$ cat config.mk
export PLATFORM = sky130hd
export DESIGN_NAME = substring_search_forward_core_flat
export DESIGN_NICKNAME = d
export VERILOG_FILES = /design/src/rtl/ssf_pkg.sv /design/src/rtl/ssf_hay_if.sv /design/src/rtl/ssf_res_if.sv /design/src/rtl/ssf_cfg_regs.sv /design/src/rtl/ssf_search.sv /design/src/rtl/ssf_out_reg.sv /design/src/rtl/substring_search_forward_core.sv /design/src/flat_wrapper.sv
export SDC_FILE = /design/constraint.sdc
export NUM_CORES = 1
export LEC_CHECK = 0
export BUFFER_PORTS_ARGS = -buffer_cell sky130_fd_sc_hd__buf_4
export CORE_MARGIN = 1
export CORE_UTILIZATION = 41
export CTS_BUF_LIST = sky130_fd_sc_hd__clkbuf_2 sky130_fd_sc_hd__clkbuf_4 sky130_fd_sc_hd__clkbuf_8
export DETAILED_ROUTE_END_ITERATION = 16
export HOLD_SLACK_MARGIN = 0.08
export RECOVER_POWER = 50
export SLEW_MARGIN = 20
export SYNTH_ARGS = -nofsm -noshare
export SYNTH_HDL_FRONTEND = slang
export SYNTH_SLANG_ARGS = --single-unit
$ cat constraint.sdc
create_clock -name i_clk -period 6.7 [get_ports i_clk]
set_clock_uncertainty 0.05 [all_clocks]
set_input_delay 1.34 -clock i_clk [delete_from_list [all_inputs] [get_ports i_clk]]
set_output_delay 1.34 -clock i_clk [all_outputs]
set_load 0.05 [all_outputs]
$ cat src/rtl/ssf_pkg.sv
// Shared types, constants and helpers for the forward substring search block.
`default_nettype none

package ssf_pkg;

    localparam int NEEDLE_BYTES   = 16;
    localparam int NEEDLE_IDX_W   = 4;
    localparam int LEN_REG_W      = 5;
    localparam int OFFSET_W       = 16;
    localparam int RESULT_W       = 16;
    localparam int CFG_DATA_W     = 64;
    localparam int CFG_IDX_W      = 3;
    localparam int DEF_MAX_NEEDLE = 16;
    localparam int DEF_COUNT_BITS = 16;

    localparam logic [7:0] CHAR_LA    = 8'h61;
    localparam logic [7:0] CHAR_LZ    = 8'h7a;
    localparam logic [7:0] CHAR_UA    = 8'h41;
    localparam logic [7:0] CASE_DELTA = CHAR_UA - CHAR_LA;

    typedef enum logic [CFG_IDX_W-1:0] {
        CFG_NEEDLE_LO  = 3'd0,
        CFG_NEEDLE_HI  = 3'd1,
        CFG_NEEDLE_LEN = 3'd2,
        CFG_CASE_FOLD  = 3'd3,
        CFG_START_OFS  = 3'd4
    } t_cfg_idx;

    typedef struct packed {
        logic [7:0] haystack_byte;
        logic       first_byte;
        logic       last_byte;
    } t_hay_item;

    typedef struct packed {
        logic                match_found;
        logic [RESULT_W-1:0] result_index;
        logic                length_overflow;
    } t_res_item;

    // needle_len holds the already clamped length
    typedef struct packed {
        logic [NEEDLE_BYTES-1:0][7:0] needle;
        logic [LEN_REG_W-1:0]         needle_len;
        logic                         case_fold;
        logic [OFFSET_W-1:0]          start_offset;
    } t_cfg;

    function automatic logic [7:0] fold_byte(input logic [7:0] c, input logic en);
        logic [7:0] r;
        r = c;
        if (en && c >= CHAR_LA && c <= CHAR_LZ) begin
            r = c + CASE_DELTA;
        end
        return r;
    endfunction

endpackage

`default_nettype wire

$ cat src/rtl/ssf_hay_if.sv
// Haystack byte channel: valid/ready with one byte and its marks.
`default_nettype none

interface ssf_hay_if
    import ssf_pkg::*;
();
    logic      valid;
    logic      ready;
    t_hay_item payload;

    modport source (output valid, output payload, input ready);
    modport sink   (input valid, input payload, output ready);
endinterface

`default_nettype wire

$ cat src/rtl/ssf_res_if.sv
// Search result channel: valid/ready with one result.
`default_nettype none

interface ssf_res_if
    import ssf_pkg::*;
();
    logic      valid;
    logic      ready;
    t_res_item payload;

    modport source (output valid, output payload, input ready);
    modport sink   (input valid, input payload, output ready);
endinterface

`default_nettype wire

$ cat src/rtl/ssf_cfg_regs.sv
// Configuration register file: needle, clamped length, case mode, start offset.
`default_nettype none

module ssf_cfg_regs
    import ssf_pkg::*;
#(
    parameter int MAX_NEEDLE = DEF_MAX_NEEDLE
) (
    input  wire logic                  i_clk,
    input  wire logic                  i_rst_n,
    input  wire logic                  i_cfg_we,
    input  wire logic [CFG_IDX_W-1:0]  i_cfg_idx,
    input  wire logic [CFG_DATA_W-1:0] i_cfg_data,
    output t_cfg                       o_cfg
);

    localparam int WIN = (MAX_NEEDLE < NEEDLE_BYTES) ? MAX_NEEDLE : NEEDLE_BYTES;
    localparam logic [LEN_REG_W-1:0] LEN_CAP = LEN_REG_W'(WIN);

    t_cfg                 r_cfg;
    logic [LEN_REG_W-1:0] len_raw;
    logic [LEN_REG_W-1:0] len_eff;

    assign len_raw = i_cfg_data[LEN_REG_W-1:0];
    assign len_eff = (len_raw > LEN_CAP) ? LEN_CAP : len_raw;

    always_ff @(posedge i_clk) begin
        if (!i_rst_n) begin
            r_cfg <= '0;
        end else if (i_cfg_we) begin
            unique case (t_cfg_idx'(i_cfg_idx))
                CFG_NEEDLE_LO: begin
                    r_cfg.needle[NEEDLE_BYTES/2-1:0] <= i_cfg_data;
                end
                CFG_NEEDLE_HI: begin
                    r_cfg.needle[NEEDLE_BYTES-1:NEEDLE_BYTES/2] <= i_cfg_data;
                end
                CFG_NEEDLE_LEN: begin
                    r_cfg.needle_len <= len_eff;
                end
                CFG_CASE_FOLD: begin
                    r_cfg.case_fold <= i_cfg_data[0];
                end
                CFG_START_OFS: begin
                    r_cfg.start_offset <= i_cfg_data[OFFSET_W-1:0];
                end
                default: begin
                end
            endcase
        end
    end

    assign o_cfg = r_cfg;

    assert property (@(posedge i_clk) disable iff (!i_rst_n)
        r_cfg.needle_len <= LEN_CAP)
        else $error("stored needle length above window size");

endmodule

`default_nettype wire

$ cat src/rtl/ssf_search.sv
// Input register, byte window, match compare and per-haystack search state.
`default_nettype none

module ssf_search
    import ssf_pkg::*;
#(
    parameter int MAX_NEEDLE = DEF_MAX_NEEDLE,
    parameter int COUNT_BITS = DEF_COUNT_BITS
) (
    input  wire logic      i_clk,
    input  wire logic      i_rst_n,
    input  wire logic      i_in_valid,
    output logic           o_in_ready,
    input  wire t_hay_item i_in,
    input  wire t_cfg      i_cfg,
    input  wire logic      i_take_ok,
    output logic           o_res_valid,
    output t_res_item      o_res
);

    localparam int WIN   = (MAX_NEEDLE < NEEDLE_BYTES) ? MAX_NEEDLE : NEEDLE_BYTES;
    localparam int CMP_W = (COUNT_BITS > OFFSET_W) ? COUNT_BITS : OFFSET_W;
    localparam logic [COUNT_BITS-1:0] CNT_MAX = '1;

    logic                  r_s1_valid;
    t_hay_item             r_s1;
    logic [WIN-1:0][7:0]   r_win;
    logic [COUNT_BITS-1:0] r_cnt;
    logic                  r_sat;
    logic                  r_hit;
    logic [COUNT_BITS-1:0] r_start;

    logic [WIN-1:0][7:0]   n_win;
    logic [COUNT_BITS-1:0] n_cnt;
    logic                  n_sat;
    logic                  n_hit;
    logic [COUNT_BITS-1:0] n_start;

    logic                  s1_fire;
    logic [WIN-1:0]        lane_eq;
    logic                  win_match;
    t_res_item             res;

    assign s1_fire    = r_s1_valid && (!r_s1.last_byte || i_take_ok);
    assign o_in_ready = !r_s1_valid || s1_fire;

    // right-aligned needle compare: lane k checks the k-th newest byte against needle byte n-1-k
    always_comb begin
        logic [NEEDLE_IDX_W-1:0] j;
        n_win[0] = r_s1.haystack_byte;
        for (int k = 1; k < WIN; k++) begin
            n_win[k] = r_s1.first_byte ? 8'h00 : r_win[k-1];
        end
        for (int k = 0; k < WIN; k++) begin
            j = NEEDLE_IDX_W'(int'(i_cfg.needle_len) - 1 - k);
            if (LEN_REG_W'(k) < i_cfg.needle_len) begin
                lane_eq[k] = fold_byte(n_win[k], i_cfg.case_fold)
                          == fold_byte(i_cfg.needle[j], i_cfg.case_fold);
            end else begin
                lane_eq[k] = 1'b1;
            end
        end
        win_match = &lane_eq;
    end

    always_comb begin
        logic [COUNT_BITS-1:0] b_cnt;
        logic                  b_sat;
        logic                  b_hit;
        logic [COUNT_BITS-1:0] b_start;
        logic [COUNT_BITS-1:0] s;
        logic [CMP_W-1:0]      cnt_w;
        logic [CMP_W-1:0]      ofs_w;
        logic [CMP_W-1:0]      idx_w;
        logic                  found;

        b_cnt   = r_s1.first_byte ? '0 : r_cnt;
        b_sat   = r_s1.first_byte ? 1'b0 : r_sat;
        b_hit   = r_s1.first_byte ? 1'b0 : r_hit;
        b_start = r_s1.first_byte ? '0 : r_start;

        n_cnt   = b_cnt;
        n_sat   = b_sat;
        n_hit   = b_hit;
        n_start = b_start;
        s       = '0;

        if (!b_sat) begin
            if (b_cnt == CNT_MAX) begin
                n_sat = 1'b1;
            end else begin
                n_cnt = b_cnt + 1'b1;
                s     = n_cnt - COUNT_BITS'(i_cfg.needle_len);
                if (i_cfg.needle_len != '0 && !b_hit
                        && n_cnt >= COUNT_BITS'(i_cfg.needle_len)
                        && CMP_W'(s) >= CMP_W'(i_cfg.start_offset)
                        && win_match) begin
                    n_hit   = 1'b1;
                    n_start = s;
                end
            end
        end

        cnt_w = CMP_W'(n_cnt);
        ofs_w = CMP_W'(i_cfg.start_offset);
        if (i_cfg.needle_len == '0) begin
            found = ofs_w <= cnt_w;
            idx_w = found ? ofs_w : cnt_w;
        end else begin
            found = n_hit;
            idx_w = found ? CMP_W'(n_start) : cnt_w;
        end
        res.match_found     = found;
        res.result_index    = idx_w[RESULT_W-1:0];
        res.length_overflow = n_sat;
    end

    always_ff @(posedge i_clk) begin
        if (!i_rst_n) begin
            r_s1_valid <= 1'b0;
            r_cnt      <= '0;
            r_sat      <= 1'b0;
            r_hit      <= 1'b0;
            r_start    <= '0;
        end else begin
            if (o_in_ready) begin
                r_s1_valid <= i_in_valid;
            end
            if (s1_fire) begin
                if (r_s1.last_byte) begin
                    r_cnt   <= '0;
                    r_sat   <= 1'b0;
                    r_hit   <= 1'b0;
                    r_start <= '0;
                end else begin
                    r_cnt   <= n_cnt;
                    r_sat   <= n_sat;
                    r_hit   <= n_hit;
                    r_start <= n_start;
                end
            end
        end
    end

    always_ff @(posedge i_clk) begin
        if (o_in_ready && i_in_valid) begin
            r_s1 <= i_in;
        end
        if (s1_fire) begin
            r_win <= n_win;
        end
    end

    assign o_res_valid = s1_fire && r_s1.last_byte;
    assign o_res       = res;

    assert property (@(posedge i_clk) disable iff (!i_rst_n)
        r_sat |-> (r_cnt == CNT_MAX))
        else $error("saturation flag set below full count");

    assert property (@(posedge i_clk) disable iff (!i_rst_n)
        r_hit |-> (r_start < r_cnt))
        else $error("hit start not behind byte count");

    assert property (@(posedge i_clk) disable iff (!i_rst_n)
        (r_s1_valid && !s1_fire) |=> (r_s1_valid && $stable(r_s1)))
        else $error("stalled input register lost its item");

    assert property (@(posedge i_clk) disable iff (!i_rst_n)
        o_res_valid |-> i_take_ok)
        else $error("result issued while output register full");

endmodule

`default_nettype wire

$ cat src/rtl/ssf_out_reg.sv
// Result register between the search logic and the result channel.
`default_nettype none

module ssf_out_reg
    import ssf_pkg::*;
(
    input  wire logic      i_clk,
    input  wire logic      i_rst_n,
    input  wire logic      i_load,
    input  wire t_res_item i_item,
    output logic           o_take_ok,
    output logic           o_valid,
    output t_res_item      o_item,
    input  wire logic      i_ready
);

    logic      r_valid;
    t_res_item r_item;

    assign o_take_ok = !r_valid || i_ready;

    always_ff @(posedge i_clk) begin
        if (!i_rst_n) begin
            r_valid <= 1'b0;
        end else if (i_load) begin
            r_valid <= 1'b1;
        end else if (i_ready) begin
            r_valid <= 1'b0;
        end
    end

    always_ff @(posedge i_clk) begin
        if (i_load) begin
            r_item <= i_item;
        end
    end

    assign o_valid = r_valid;
    assign o_item  = r_item;

    assert property (@(posedge i_clk) disable iff (!i_rst_n)
        i_load |-> (!r_valid || i_ready))
        else $error("pending result overwritten");

endmodule

`default_nettype wire

$ cat src/rtl/substring_search_forward_core.sv
// Forward substring search core: top level.
//
// Haystack bytes arrive on i_hay (valid/ready), each with first and last marks.
// The needle, its length, case-fold mode and start offset are set through the
// write port (i_cfg_we, i_cfg_idx, i_cfg_data) while the block is idle.
// One result transaction leaves on o_res for every byte marked last: the
// earliest match start at or after the start offset, or the haystack length.
// Throughput: one byte per cycle while no last byte waits on a full result register;
// the window compare is combinational between the input register and the result register.
// A last byte passes the input register, then its result the output register, which drives o_res.valid.
// A stalled receiver holds the result in the output register; further
// non-last bytes still flow, and a second last byte waits in the input
// register until the pending result is taken.
// Reset clears the configuration, the search state and both valid flags;
// after each result the search state is cleared, so the next byte starts a
// new haystack even without a first mark.
`default_nettype none

module substring_search_forward_core
    import ssf_pkg::*;
#(
    parameter int MAX_NEEDLE = DEF_MAX_NEEDLE,
    parameter int COUNT_BITS = DEF_COUNT_BITS
) (
    input  wire logic                  i_clk,
    input  wire logic                  i_rst_n,
    input  wire logic                  i_cfg_we,
    input  wire logic [CFG_IDX_W-1:0]  i_cfg_idx,
    input  wire logic [CFG_DATA_W-1:0] i_cfg_data,
    ssf_hay_if.sink                    i_hay,
    ssf_res_if.source                  o_res
);

    t_cfg      cfg;
    logic      take_ok;
    logic      res_valid;
    t_res_item res;

    ssf_cfg_regs #(
        .MAX_NEEDLE (MAX_NEEDLE)
    ) u_cfg (
        .i_clk      (i_clk),
        .i_rst_n    (i_rst_n),
        .i_cfg_we   (i_cfg_we),
        .i_cfg_idx  (i_cfg_idx),
        .i_cfg_data (i_cfg_data),
        .o_cfg      (cfg)
    );

    ssf_search #(
        .MAX_NEEDLE (MAX_NEEDLE),
        .COUNT_BITS (COUNT_BITS)
    ) u_search (
        .i_clk       (i_clk),
        .i_rst_n     (i_rst_n),
        .i_in_valid  (i_hay.valid),
        .o_in_ready  (i_hay.ready),
        .i_in        (i_hay.payload),
        .i_cfg       (cfg),
        .i_take_ok   (take_ok),
        .o_res_valid (res_valid),
        .o_res       (res)
    );

    ssf_out_reg u_out (
        .i_clk     (i_clk),
        .i_rst_n   (i_rst_n),
        .i_load    (res_valid),
        .i_item    (res),
        .o_take_ok (take_ok),
        .o_valid   (o_res.valid),
        .o_item    (o_res.payload),
        .i_ready   (o_res.ready)
    );

endmodule

`default_nettype wire

$ cat src/flat_wrapper.sv
// flat-port wrapper written by rule: the top's interface ports become plain ports
module substring_search_forward_core_flat import ssf_pkg::*;
#(
    parameter int MAX_NEEDLE = DEF_MAX_NEEDLE,
    parameter int COUNT_BITS = DEF_COUNT_BITS
)
  (i_clk, i_rst_n, i_cfg_we, i_cfg_idx, i_cfg_data, i_hay_valid, i_hay_payload, i_hay_ready, o_res_valid, o_res_payload, o_res_ready);
  ssf_hay_if i_hay_i ();
  ssf_res_if o_res_i ();
  input  wire logic i_clk;
  input  wire logic i_rst_n;
  input  wire logic i_cfg_we;
  input  wire logic [CFG_IDX_W-1:0] i_cfg_idx;
  input  wire logic [CFG_DATA_W-1:0] i_cfg_data;
  input wire logic [$bits(i_hay_i.valid)-1:0] i_hay_valid;
  input wire logic [$bits(i_hay_i.payload)-1:0] i_hay_payload;
  output wire logic [$bits(i_hay_i.ready)-1:0] i_hay_ready;
  output wire logic [$bits(o_res_i.valid)-1:0] o_res_valid;
  output wire logic [$bits(o_res_i.payload)-1:0] o_res_payload;
  input wire logic [$bits(o_res_i.ready)-1:0] o_res_ready;
  assign i_hay_i.valid = i_hay_valid;
  assign i_hay_i.payload = i_hay_payload;
  assign i_hay_ready = i_hay_i.ready;
  assign o_res_valid = o_res_i.valid;
  assign o_res_payload = o_res_i.payload;
  assign o_res_i.ready = o_res_ready;
  substring_search_forward_core #(.MAX_NEEDLE(MAX_NEEDLE), .COUNT_BITS(COUNT_BITS)) u_core (.i_clk(i_clk), .i_rst_n(i_rst_n), .i_cfg_we(i_cfg_we), .i_cfg_idx(i_cfg_idx), .i_cfg_data(i_cfg_data), .i_hay(i_hay_i), .o_res(o_res_i));
endmodule
* Word-level counts from Yosys, hierarchy flattened *
Index checks and enable logic that the tools add are counted.

word-level totals
  bits of input ports = 82
  bits in latches = 0
  word-level logic and storage cells = 457
  bits in read-only memories = 0
  bits in writable memories = 0
  flip-flop bits (word level) = 334
  output and inout port bits = 20
  memories = 0

cells by class
  div/mod/pow operators = 0
  reductions and logical operators = 88
  multipliers = 0
  $add $sub $neg = 50
  magnitude comparators = 100
  shift operators = 0
  multiplexer cells = 152
  bitwise logic cells = 0
  equality and inequality tests = 21

operator list
  kind                                                               number
  two-way mux 8 bit                                                  95
  binary-select mux 8 bit (select 4 bit)                             16
  adder 8 bit, second input constant                                 32
  greater-or-equal comparator 8 x 7 -> 1 bit, second input constant  32
  less-or-equal comparator 8 x 7 -> 1 bit, second input constant     32
  two-way mux 16 bit                                                 12
  equality test 8 bit                                                16
  < comparator 4 x 5 -> 1 bit, second input constant                 16
  logical AND 1 bit                                                  71
  < comparator 4 x 5 -> 1 bit, first input constant                  8
  subtractor 4 bit, second input constant                            8
  two-way mux 1 bit                                                  28
  < comparator 3 x 5 -> 1 bit, first input constant                  4
  adder 16 x 1 -> 16 bit, second input constant                      1
  equality test 16 bit, second input constant                        1
  greater-or-equal comparator 16 bit                                 1
  greater-or-equal comparator 16 x 5 -> 1 bit                        1
  less-or-equal comparator 16 bit                                    1
  AND reduction 16 bit                                               1
  subtractor 16 x 5 -> 16 bit                                        1
  subtractor 4 x 3 -> 4 bit, second input constant                   4
  < comparator 1 x 5 -> 1 bit, first input constant                  2
  < comparator 2 x 5 -> 1 bit, first input constant                  2
  AND reduction 2 bit                                                5
  13 further kinds                                                   21

* Depth between registers and ports, before layout *
Gate-level depths: netlist of the first run.

  depth in word-level cells = 18
  depth in mapped cells = 38
  depth with buffers taken out = 31

* Modules after synthesis *
Synthesis of the first run repeated with hierarchy kept, for this count alone.

second synthesis, totals
  cell total of the unflattened synthesis = 2,931
  area total of the unflattened synthesis = 26,798.2 um^2

modules (own cells, without submodules)
  module        seq. area each (um^2)  area an instance (um^2)  times used  cells each
  ssf_search    4,604.4                20,477.1                 1           2,345
  ssf_cfg_regs  3,002.9                5,731.7                  1           564
  ssf_out_reg   560.5                  589.3                    1           22

* Worst setup path after synthesis of the first run *
OpenSTA, ideal clock, no wires.

  path kind = flip-flop to flip-flop
  from = reg u_core.u_search.r_s1[1] (netlist bit)
  to = reg u_core.u_out.r_item, in the netlist u_core.u_out.o_item[11], data pin
  clock period less this slack = 7,306 ps
  required time = 6,379 ps
  cell stages (with the launch flop) = 37
  slack = -606 ps
  arrival = 6,985 ps
  library setup time = 271 ps
  buffers on the path = 6
  cell sequence = edfxtp_1 clkbuf_1 clkbuf_1 clkbuf_1 clkbuf_1 buf_1 nor2b_1 ha_1 ha_1 nor2b_1 o21ai_0 nand2b_1 a21oi_1 o21ai_0 nor2_1 nand2_1 nor4_1 o21ai_0 a22oi_1 o21ai_0 xor2_1 ha_1 nand4_1 a211oi_1 o211ai_1 a21oi_1 nor3_1 a31oi_1 nand2_1 a2111oi_0 and4_1 o2111a_1 nand2_1 nor3_4 a2bb2oi_1 buf_2 o211ai_1

RTL lines
  element                 line               RTL
  start, declared         ssf_search.sv:26   t_hay_item r_s1;
  start signal, assigned  ssf_search.sv:147  r_s1 <= i_in;
  end signal, assigned    ssf_out_reg.sv:34  r_item <= i_item;
  end, declared           ssf_out_reg.sv:18  t_res_item r_item;

* Worst setup path after layout of the first run *
  from = reg u_core.u_cfg.r_cfg, in the netlist u_core.u_cfg.o_cfg[18]
  to = reg u_core.u_search.r_start[8]

on the way
  longest elaborated chain between the ends = 17
  elaborated cells on any way between the ends = 221
  those cells by class = add/sub (33); order compare (50); eq/ne (16); mux (84); reduce/logical (38)

RTL lines
  element                                                  line                RTL
  start, declared                                          ssf_cfg_regs.sv:20  t_cfg r_cfg;
  subtractor 4 x 1 -> 4 bit                                ssf_search.sv:55    j = NEEDLE_IDX_W'(int'(i_cfg.needle_len) - 1 - k);
  subtractor 4 x 2 -> 4 bit, or another cell as far along  ssf_search.sv:55
  binary-select mux 8 bit (select 4 bit)                   ssf_search.sv:58    == fold_byte(i_cfg.needle[j], i_cfg.case_fold);
  two-way mux 8 bit (not written as such)                  ssf_search.sv:58
  greater-or-equal comparator 8 x 7 -> 1 bit               ssf_pkg.sv:52       if (en && c >= CHAR_LA && c <= CHAR_LZ) begin
  logical AND 1 bit (2 in a row)                           ssf_pkg.sv:52
  two-way mux 8 bit                                        ssf_pkg.sv:52
  two-way mux 8 bit                                        ssf_search.sv:56    if (LEN_REG_W'(k) < i_cfg.needle_len) begin
  equality test 8 bit                                      ssf_search.sv:58
  two-way mux 1 bit                                        ssf_search.sv:56
  AND reduction 16 bit                                     ssf_search.sv:63    win_match = &lane_eq;
  logical AND 1 bit                                        ssf_search.sv:97    && win_match) begin
  two-way mux 16 bit *                                     ssf_search.sv:94    if (i_cfg.needle_len != '0 && !b_hit
  two-way mux 16 bit *                                     ssf_search.sv:89    if (b_cnt == CNT_MAX) begin
  two-way mux 16 bit *                                     ssf_search.sv:88    if (!b_sat) begin
  two-way mux 16 bit *                                     ssf_search.sv:130   if (r_s1.last_byte) begin
  end signal, assigned                                     ssf_search.sv:139   r_start <= n_start;
  end, declared                                            ssf_search.sv:31    logic [COUNT_BITS-1:0] r_start;

Every way passes the cells marked *; elsewhere a longest branch is shown, timed or not. The select of a mux whose other input is x is not followed.
A chain may end at the register's enable or synchronous reset.

==> summary.md, run 1 <==
| Metric | Value |
|---|---|
| CP Launch Type | `flip-flop` |
| I/O pin cnt | `102` |
| Die height | `250.3 um` |
| Post-synthesis sequential area ratio | `0.3232` |
| Setup TNS | `0 ns` |
| LEAKAGE | `10.39 nW` |
| Post-route ant nets | `0` |
| Worst reg2reg path startpoint | `u_core.u_cfg.o_cfg[18]` |
| NetSw | `0.001504 W` |
| GRT Total Usage | `0.2970` |
| Number of DRC markers in iteration 0 | `2316` |
| Die width | `250.3 um` |
| Via Count | `22893` |
| Clk pwr share | `0.421` |
| FF-to-FF End | `u_core.u_search.r_start[8]` |
| CP most frequent cell | `buf_4` |
| Reg power frac | `0.423` |
| Placed cells | `3648` |
| Slew HR | `-1.019` |
| Grt total ovfl | `0` |
| Tmin final | `6.599 ns` |
| Critical path fanouts, max | `30` |
| TritonCTS buffer count | `61` |
| DRC | `0` |
| Hold_sp | `u_core.u_search.n_win[6]` |
| Failing checks | `max-capacitance violations, max-slew violations` |
| Critical Path AT | `7.13 ns` |
| First-pass GRT wire length | `138.7 mm` |
| Run status | `complete, but fails checks` |
| Most frequent cells in the layout | `540 x nand2_1, 263 x a21oi_1, 189 x mux2i_1` |
| Worst hold path type | `flip-flop to flip-flop` |
| DRT Pass-1 Iters | `8` |
| Commonest non-fill, non-tap cell in the layout | `nand2_1` |
| Setup CP Type | `flip-flop to flip-flop` |
| Mapped Nets | `2993` |
| Crit path buf inv count | `5` |
| Synth Cell Area | `25270 sq um` |
| Core area | `60580 sq um` |
| Gate Count Post-Synth | `2837` |
| Synth cell types | `92` |
| Hold buffer count at cts | `0` |
| Final net count | `3088` |
| Yosys reg bits | `334` |
| Reg2reg setup slack | `0.10 ns` |
| Clk sinks | `334` |
| Non-filler cells, final | `3768` |
| Worst path required time | `7.23 ns` |
| Clk_lat worst skew | `0.70 ns` |
| Min-Delay Endpoint | `u_core.u_search.r_win[6]` |
| Async S/R FF share, synth | `0` |
| Final hold vios | `0` |
| Part of the cycle the worst path needs | `0.9850` |
| Power density over cell area | `186.1 nW/um^2` |
| DR WL/cell | `25.31 um` |
| WHS Path Cells | `0` |
| Synth-to-layout area growth | `13.16%` |
| Worst-path clk slew | `0.06 ns` |
| CP cell instances | `inv_1 -> ha_4 -> buf_4 -> mux2_2 -> o21ai_0 -> mux4_2 -> ha_1 -> xor3_1 -> nor2_1 -> mux2i_1 -> o41ai_1 -> buf_4 -> nand4_1 -> buf_4 -> a22o_1 -> nor4b_2 -> o41ai_2 -> buf_12 -> a22o_1` |
| Top_reg_cell synth | `dfxtp_1` |
| Drt via density | `6.076` |
| Largest net degree at the start of global routing | `121` |
| Detailed placer's ending HPWL | `74.79 mm` |
| Actual slew at the worst max-slew pin | `3.013 ns` |
| Max cap viols | `2` |
| Site Rows | `90` |
| Internal Power | `0.003818 W` |
| Worst path max stage delay | `0.77 ns` |
| PortBufs | `101` |
| VDD IR-drop max | `0.1480 mV` |
| R2r worst-path depth | `19` |
| GPL Wtd Cong | `1.067` |
| Synthesis Warnings | `0` |
| Syn_area_per_cell | `8.908 sq um` |
| H-tree depth | `2` |
| Sw Ratio | `0.2826` |
| Routed wire length | `95.37 mm` |
| CTS root buffer | `clkbuf_8` |
| Starting density of the core | `0.4172` |
| CTS tree | `built` |
| Endpoints failing setup | `0` |
| Initial antenna violation count | `1` |
| Slowest-stage cell, CP | `o21ai_0` |
| Combinational Power Share | `0.156` |
| Achievable frequency | `151.5 MHz` |
| Fin. max-slew vios | `136` |
| CTS max path bufs | `3` |
| Top delay family on crit path | `compound AO/OA/AOI/OAI gates` |
| EDFF count, synth | `148` |
| Total Die Area | `62640 sq um` |
| Critical path endpoint category | `flip-flop` |
| Layout cell share with drive strength beyond 1 | `0.1786` |
| Vias in the first global route | `21187` |
==> routing by layer <==
metal | track usage | routed length [um] | vias to the layer above
met2 | 0.4545 | 41540 | 998
met1 | 0.4170 | 42510 | 11219
li1 | - | - | 10500
met5 | 0 | 0 | -
met3 | 0.05269 | 7606 | 176
met4 | 0.1108 | 3708 | 0
==> worst max path at each step <==
stage,start,end,slack [ns],cells after the start
6_report,u_core.u_cfg.o_cfg[18],u_core.u_search.r_start[8],0.10,19
4_1_cts,u_core.u_search.r_s1[1],u_core.u_search.r_start[13],0.0005,30
5_1_grt,u_core.u_cfg.o_cfg[18],u_core.u_search.r_start[13],-0.006,20
3_5_place_dp,u_core.u_search.r_s1[1],u_core.u_search.r_start[13],0.07,30
2_1_floorplan,u_core.u_search.r_s1[1],u_core.u_out.o_item[11],0.03,36
3_3_place_gp,u_core.u_cfg.o_cfg[18],u_core.u_search.r_start[4],0.13,18
==> cells by family after synthesis <==
family | after synthesis | share of synthesized area
adder cells (fa/ha/maj) | 74 | 0.03693
buffers and inverters | 252 | 0.04208
multiplexers | 366 | 0.2005
XOR/XNOR | 168 | 0.06109
flip-flops | 334 | 0.3232
AO/OA/AOI/OAI | 560 | 0.1366
AND/OR/NAND/NOR | 1083 | 0.1996
==> state kept, by name, indices dropped and copies added (netlist names), 2 cells and up <==
register                 cells
u_core.u_out.o_item         18
u_core.u_search.r_start     16
u_core.u_search.n_win        8
u_core.u_search.r_cnt       16
u_core.u_cfg.o_cfg         150
u_core.u_search.r_s1         2
u_core.u_search.r_win      120
==> power groups by stage <==
| stage | clock (W) | combinational (W) | sequential (W) |
|---|---|---|---|
| finish | 0.00224 | 0.000832 | 0.00225 |
| detailed placement | 0 | 0.000805 | 0.00229 |
| global route | 0.00237 | 0.000888 | 0.00226 |
| global placement | 0 | 0.000794 | 0.00229 |
| CTS | 0.00228 | 0.000809 | 0.00225 |
| floorplan | 0 | 0.000515 | 0.00228 |
==> cell type report <==
cell class	count	area [sq um]
clock buffers	98	1211
inverters	92	347.8
repair buffers	192	1506
well taps	782	978.4
fillers	5851	31980
diodes	1	2.502
flip-flops and latches	334	8172
clock inverters	18	217.7
multi-input cells	2251	16160
==> what timing repair did <==
action | 4_1_cts | 5_1_grt
hold endpoints to repair | 0 | 0
setup endpoints to repair | 0 | 34
setup buffers | 0 | 2
resized for setup | 0 | 18
==> worst reg2reg max path, cell delays in order, from the launching register on <==
cell and delay, ns:
dfxtp_1 0.32, inv_1 0.16, ha_4 0.54, buf_4 0.46
mux2_2 0.40, o21ai_0 0.77, mux4_2 0.46, ha_1 0.16
xor3_1 0.40, nor2_1 0.11, mux2i_1 0.09, o41ai_1 0.65
buf_4 0.24, nand4_1 0.11, buf_4 0.19, a22o_1 0.30
nor4b_2 0.46, o41ai_2 0.14, buf_12 0.24, a22o_1 0.24
==> stage by stage <==
step	utilization	power [W]	hold WS, ns	instance area (sq um)	setup slack [ns]
after floorplan	-	0.002799	0.3764	25290	0.03429
after global placement	0.4472	0.003081	0.3986	27090	0.1306
after detailed placement	0.4472	0.003094	0.3995	27090	0.07137
after CTS	0.4708	0.005337	0.4138	28520	0.0004925
after global routing	0.4721	0.005510	0.4319	28600	-0.006164
final	0.4721	0.005321	0.4109	28600	0.1008
==> cells in the mapped netlist, types with 88 or more instances <==
| cell type | count | area [sq um] |
|---|---|---|
| clkbuf_1 | 90 | 337.8 |
| mux4_2 | 105 | 2365 |
| dfxtp_1 | 186 | 3724 |
| nor2b_1 | 110 | 688.2 |
| nand2_1 | 542 | 2034 |
| nor2_1 | 148 | 555.5 |
| edfxtp_1 | 148 | 4444 |
| mux2i_1 | 189 | 1892 |
| a21oi_1 | 263 | 1316 |
| xnor2_1 | 104 | 910.9 |
| inv_1 | 88 | 330.3 |
Power figures use the tool's default switching activity.
==> inputs of run 2 (changes only) <==
Settings changed: ABC_CLOCK_PERIOD_IN_PS from default to 6700, GPL_TIMING_DRIVEN from default to 0, RECOVER_POWER 50 to 100.
==> summary.md, run 2 (synthesis results as in run 1) <==
| Metric | Value |
|---|---|
| Final net count | `3214` |
| DRT Pass-1 Iters | `5` |
| Hold buffer count at cts | `0` |
| Endpoints failing setup | `31` |
| Most frequent cells in the layout | `539 x nand2_1, 258 x a21oi_1, 184 x dfxtp_1` |
| GPL Wtd Cong | `1.080` |
| Tmin final | `6.892 ns` |
| H-tree depth | `2` |
| Max cap viols | `0` |
| Post-layout util | `0.4976` |
| DRC | `0` |
| Clk sinks | `334` |
| Vias in the first global route | `22601` |
| Number of DRC markers in iteration 0 | `2624` |
| CTS max path bufs | `3` |
| Worst-path clk slew | `0.06 ns` |
| Post-route ant nets | `0` |
| Drt via density | `6.240` |
| Synth-to-layout area growth | `19.28%` |
| Setup CP Type | `flip-flop to flip-flop` |
| Die height | `250.3 um` |
| Worst reg2reg path startpoint | `u_core.u_cfg.o_cfg[17]` |
| Worst hold path type | `flip-flop to flip-flop` |
| VDD IR-drop max | `0.1513 mV` |
| Critical path fanouts, max | `11` |
| Place WS | `-3.516 ns` |
| Crit path from | `u_core.u_cfg.o_cfg[17]` |
| DR WL/cell | `27.32 um` |
| Via Count | `24263` |
| LEAKAGE | `10.80 nW` |
| Run status | `complete, but fails checks` |
| Final hold vios | `0` |
| Largest register FFs | `150` |
| Hold_sp | `u_core.u_search.n_win[5]` |
| Starting density of the core | `0.4172` |
| First-pass GRT wire length | `151.9 mm` |
| Die width | `250.3 um` |
| Post-DP Area | `27090 sq um` |
| Worst path required time | `7.29 ns` |
| Slew HR | `0.1763` |
| CTS root buffer | `clkbuf_8` |
| Area of the multi-input gates | `16970 sq um` |
| Commonest non-fill, non-tap cell in the layout | `nand2_1` |
| Routed wire length | `106.2 mm` |
| Actual slew at the worst max-slew pin | `1.236 ns` |
| Fin. max-slew vios | `0` |
| Detailed placer's ending HPWL | `85.05 mm` |
| Critical Path AT | `7.48 ns` |
| I/O pin cnt | `102` |
| PortBufs | `101` |
| CTS tree | `built` |
| Largest net degree at the start of global routing | `71` |
| Post-route cell area | `30150 sq um` |
| FF/Latch Area | `8173 sq um` |
| Fill cell count | `5749` |
| CP Launch Type | `flip-flop` |
| Total Die Area | `62640 sq um` |
| Failing checks | `negative setup slack` |
| Power density over cell area | `176.3 nW/um^2` |
| Site Rows | `90` |
| Core area | `60580 sq um` |
| Critical path endpoint category | `flip-flop` |
| CP most frequent cell | `buf_6` |
| Worst path max stage delay | `0.64 ns` |
| Initial antenna violation count | `2` |
| RSZ-0062 raised after global routing | `yes` |
| Clk_lat worst skew | `0.69 ns` |
| Achievable frequency | `145.1 MHz` |
| Part of the cycle the worst path needs | `1.029` |
| GRT Total Usage | `0.3313` |
| Final worst setup slack | `-0.1916 ns` |
| TritonCTS buffer count | `58` |
| Slowest-stage cell, CP | `mux4_2` |
| Grt total ovfl | `0` |
| Layout cell share with drive strength beyond 1 | `0.2171` |
## run 2: changes by cell type in the layout (fill, tap and decap cells not counted), sizes merged
| cell | change |
|---|---|
| clkinvlp | -3 |
| buf | +48 |
| clkbuf | +72 |
| inv | +2 |
| clkinv | -1 |
| clkdlybuf4s15 | +1 |
| diode | +1 |
## run 2: cell type report
type,instances,share of cell area
Tap cell,782,0.03246
Buffer,155,0.03341
Timing Repair Buffer,166,0.04495
Clock buffer,90,0.03652
Clock inverter,16,0.006350
Multi-Input combinational cell,2251,0.5628
Antenna cell,2,0.0001660
Sequential cell,334,0.2711
Inverter,92,0.01224
## run 2: final timing paths
check,endpoint,slack [ns],cells past startpoint
max,u_core.u_search.r_start[7],-0.19,29
min,u_core.u_search.r_win[5],0.42,0
max reg2reg,u_core.u_search.r_start[7],-0.19,29
min reg2reg,u_core.u_search.r_win[5],0.42,0
## run 2: per-layer routing
layer / track usage / vias up / share of wire / wire length (um)
li1: - / 10771 / - / -
met1: 0.4571 / 12006 / 0.42 / 44590
met2: 0.5156 / 1263 / 0.44 / 46660
met3: 0.05715 / 223 / 0.095 / 10120
met4: 0.1292 / 0 / 0.046 / 4849
met5: 0 / - / 0 / 0
## run 2: through the flow
stage / TNS, ns / power (W) / cells / hold WS, ns
3_5_place_dp: -108.80 / 0.003111 / 3722 / 0.4020
6_report: -4.532 / 0.005315 / 3888 / 0.4184
2_1_floorplan: 0 / 0.002799 / 2837 / 0.3764
4_1_cts: -6.000 / 0.005296 / 3868 / 0.4237
3_3_place_gp: -108.84 / 0.003096 / 3720 / 0.4024
5_1_grt: -8.981 / 0.005482 / 3887 / 0.4408
## run 2: what timing repair did
action | 4_1_cts | 5_1_grt
setup buffers | 39 | 22
endpoints found under the setup margin | 34 | 34
gates resized for setup | 215 | 94
cloned | 1 | 1
pin swaps | 33 | 35
## run 2: power by group
group | switching (W) | internal (W)
sequential | 0.0000546 | 0.00220
clock | 0.000906 | 0.00120
combinational | 0.000580 | 0.000380
total | 0.00154 | 0.00377
## run 2: critical path: cells and delay by family (launching register included)
family | cells | cell delay (ns)
buffers and inverters | 13 | 2.33
AND/OR/NAND/NOR | 7 | 1.26
AO/OA/AOI/OAI | 4 | 1.14
multiplexers | 2 | 0.77
adder cells (fa/ha/maj) | 2 | 0.51
flip-flops | 1 | 0.38
XOR/XNOR | 1 | 0.36
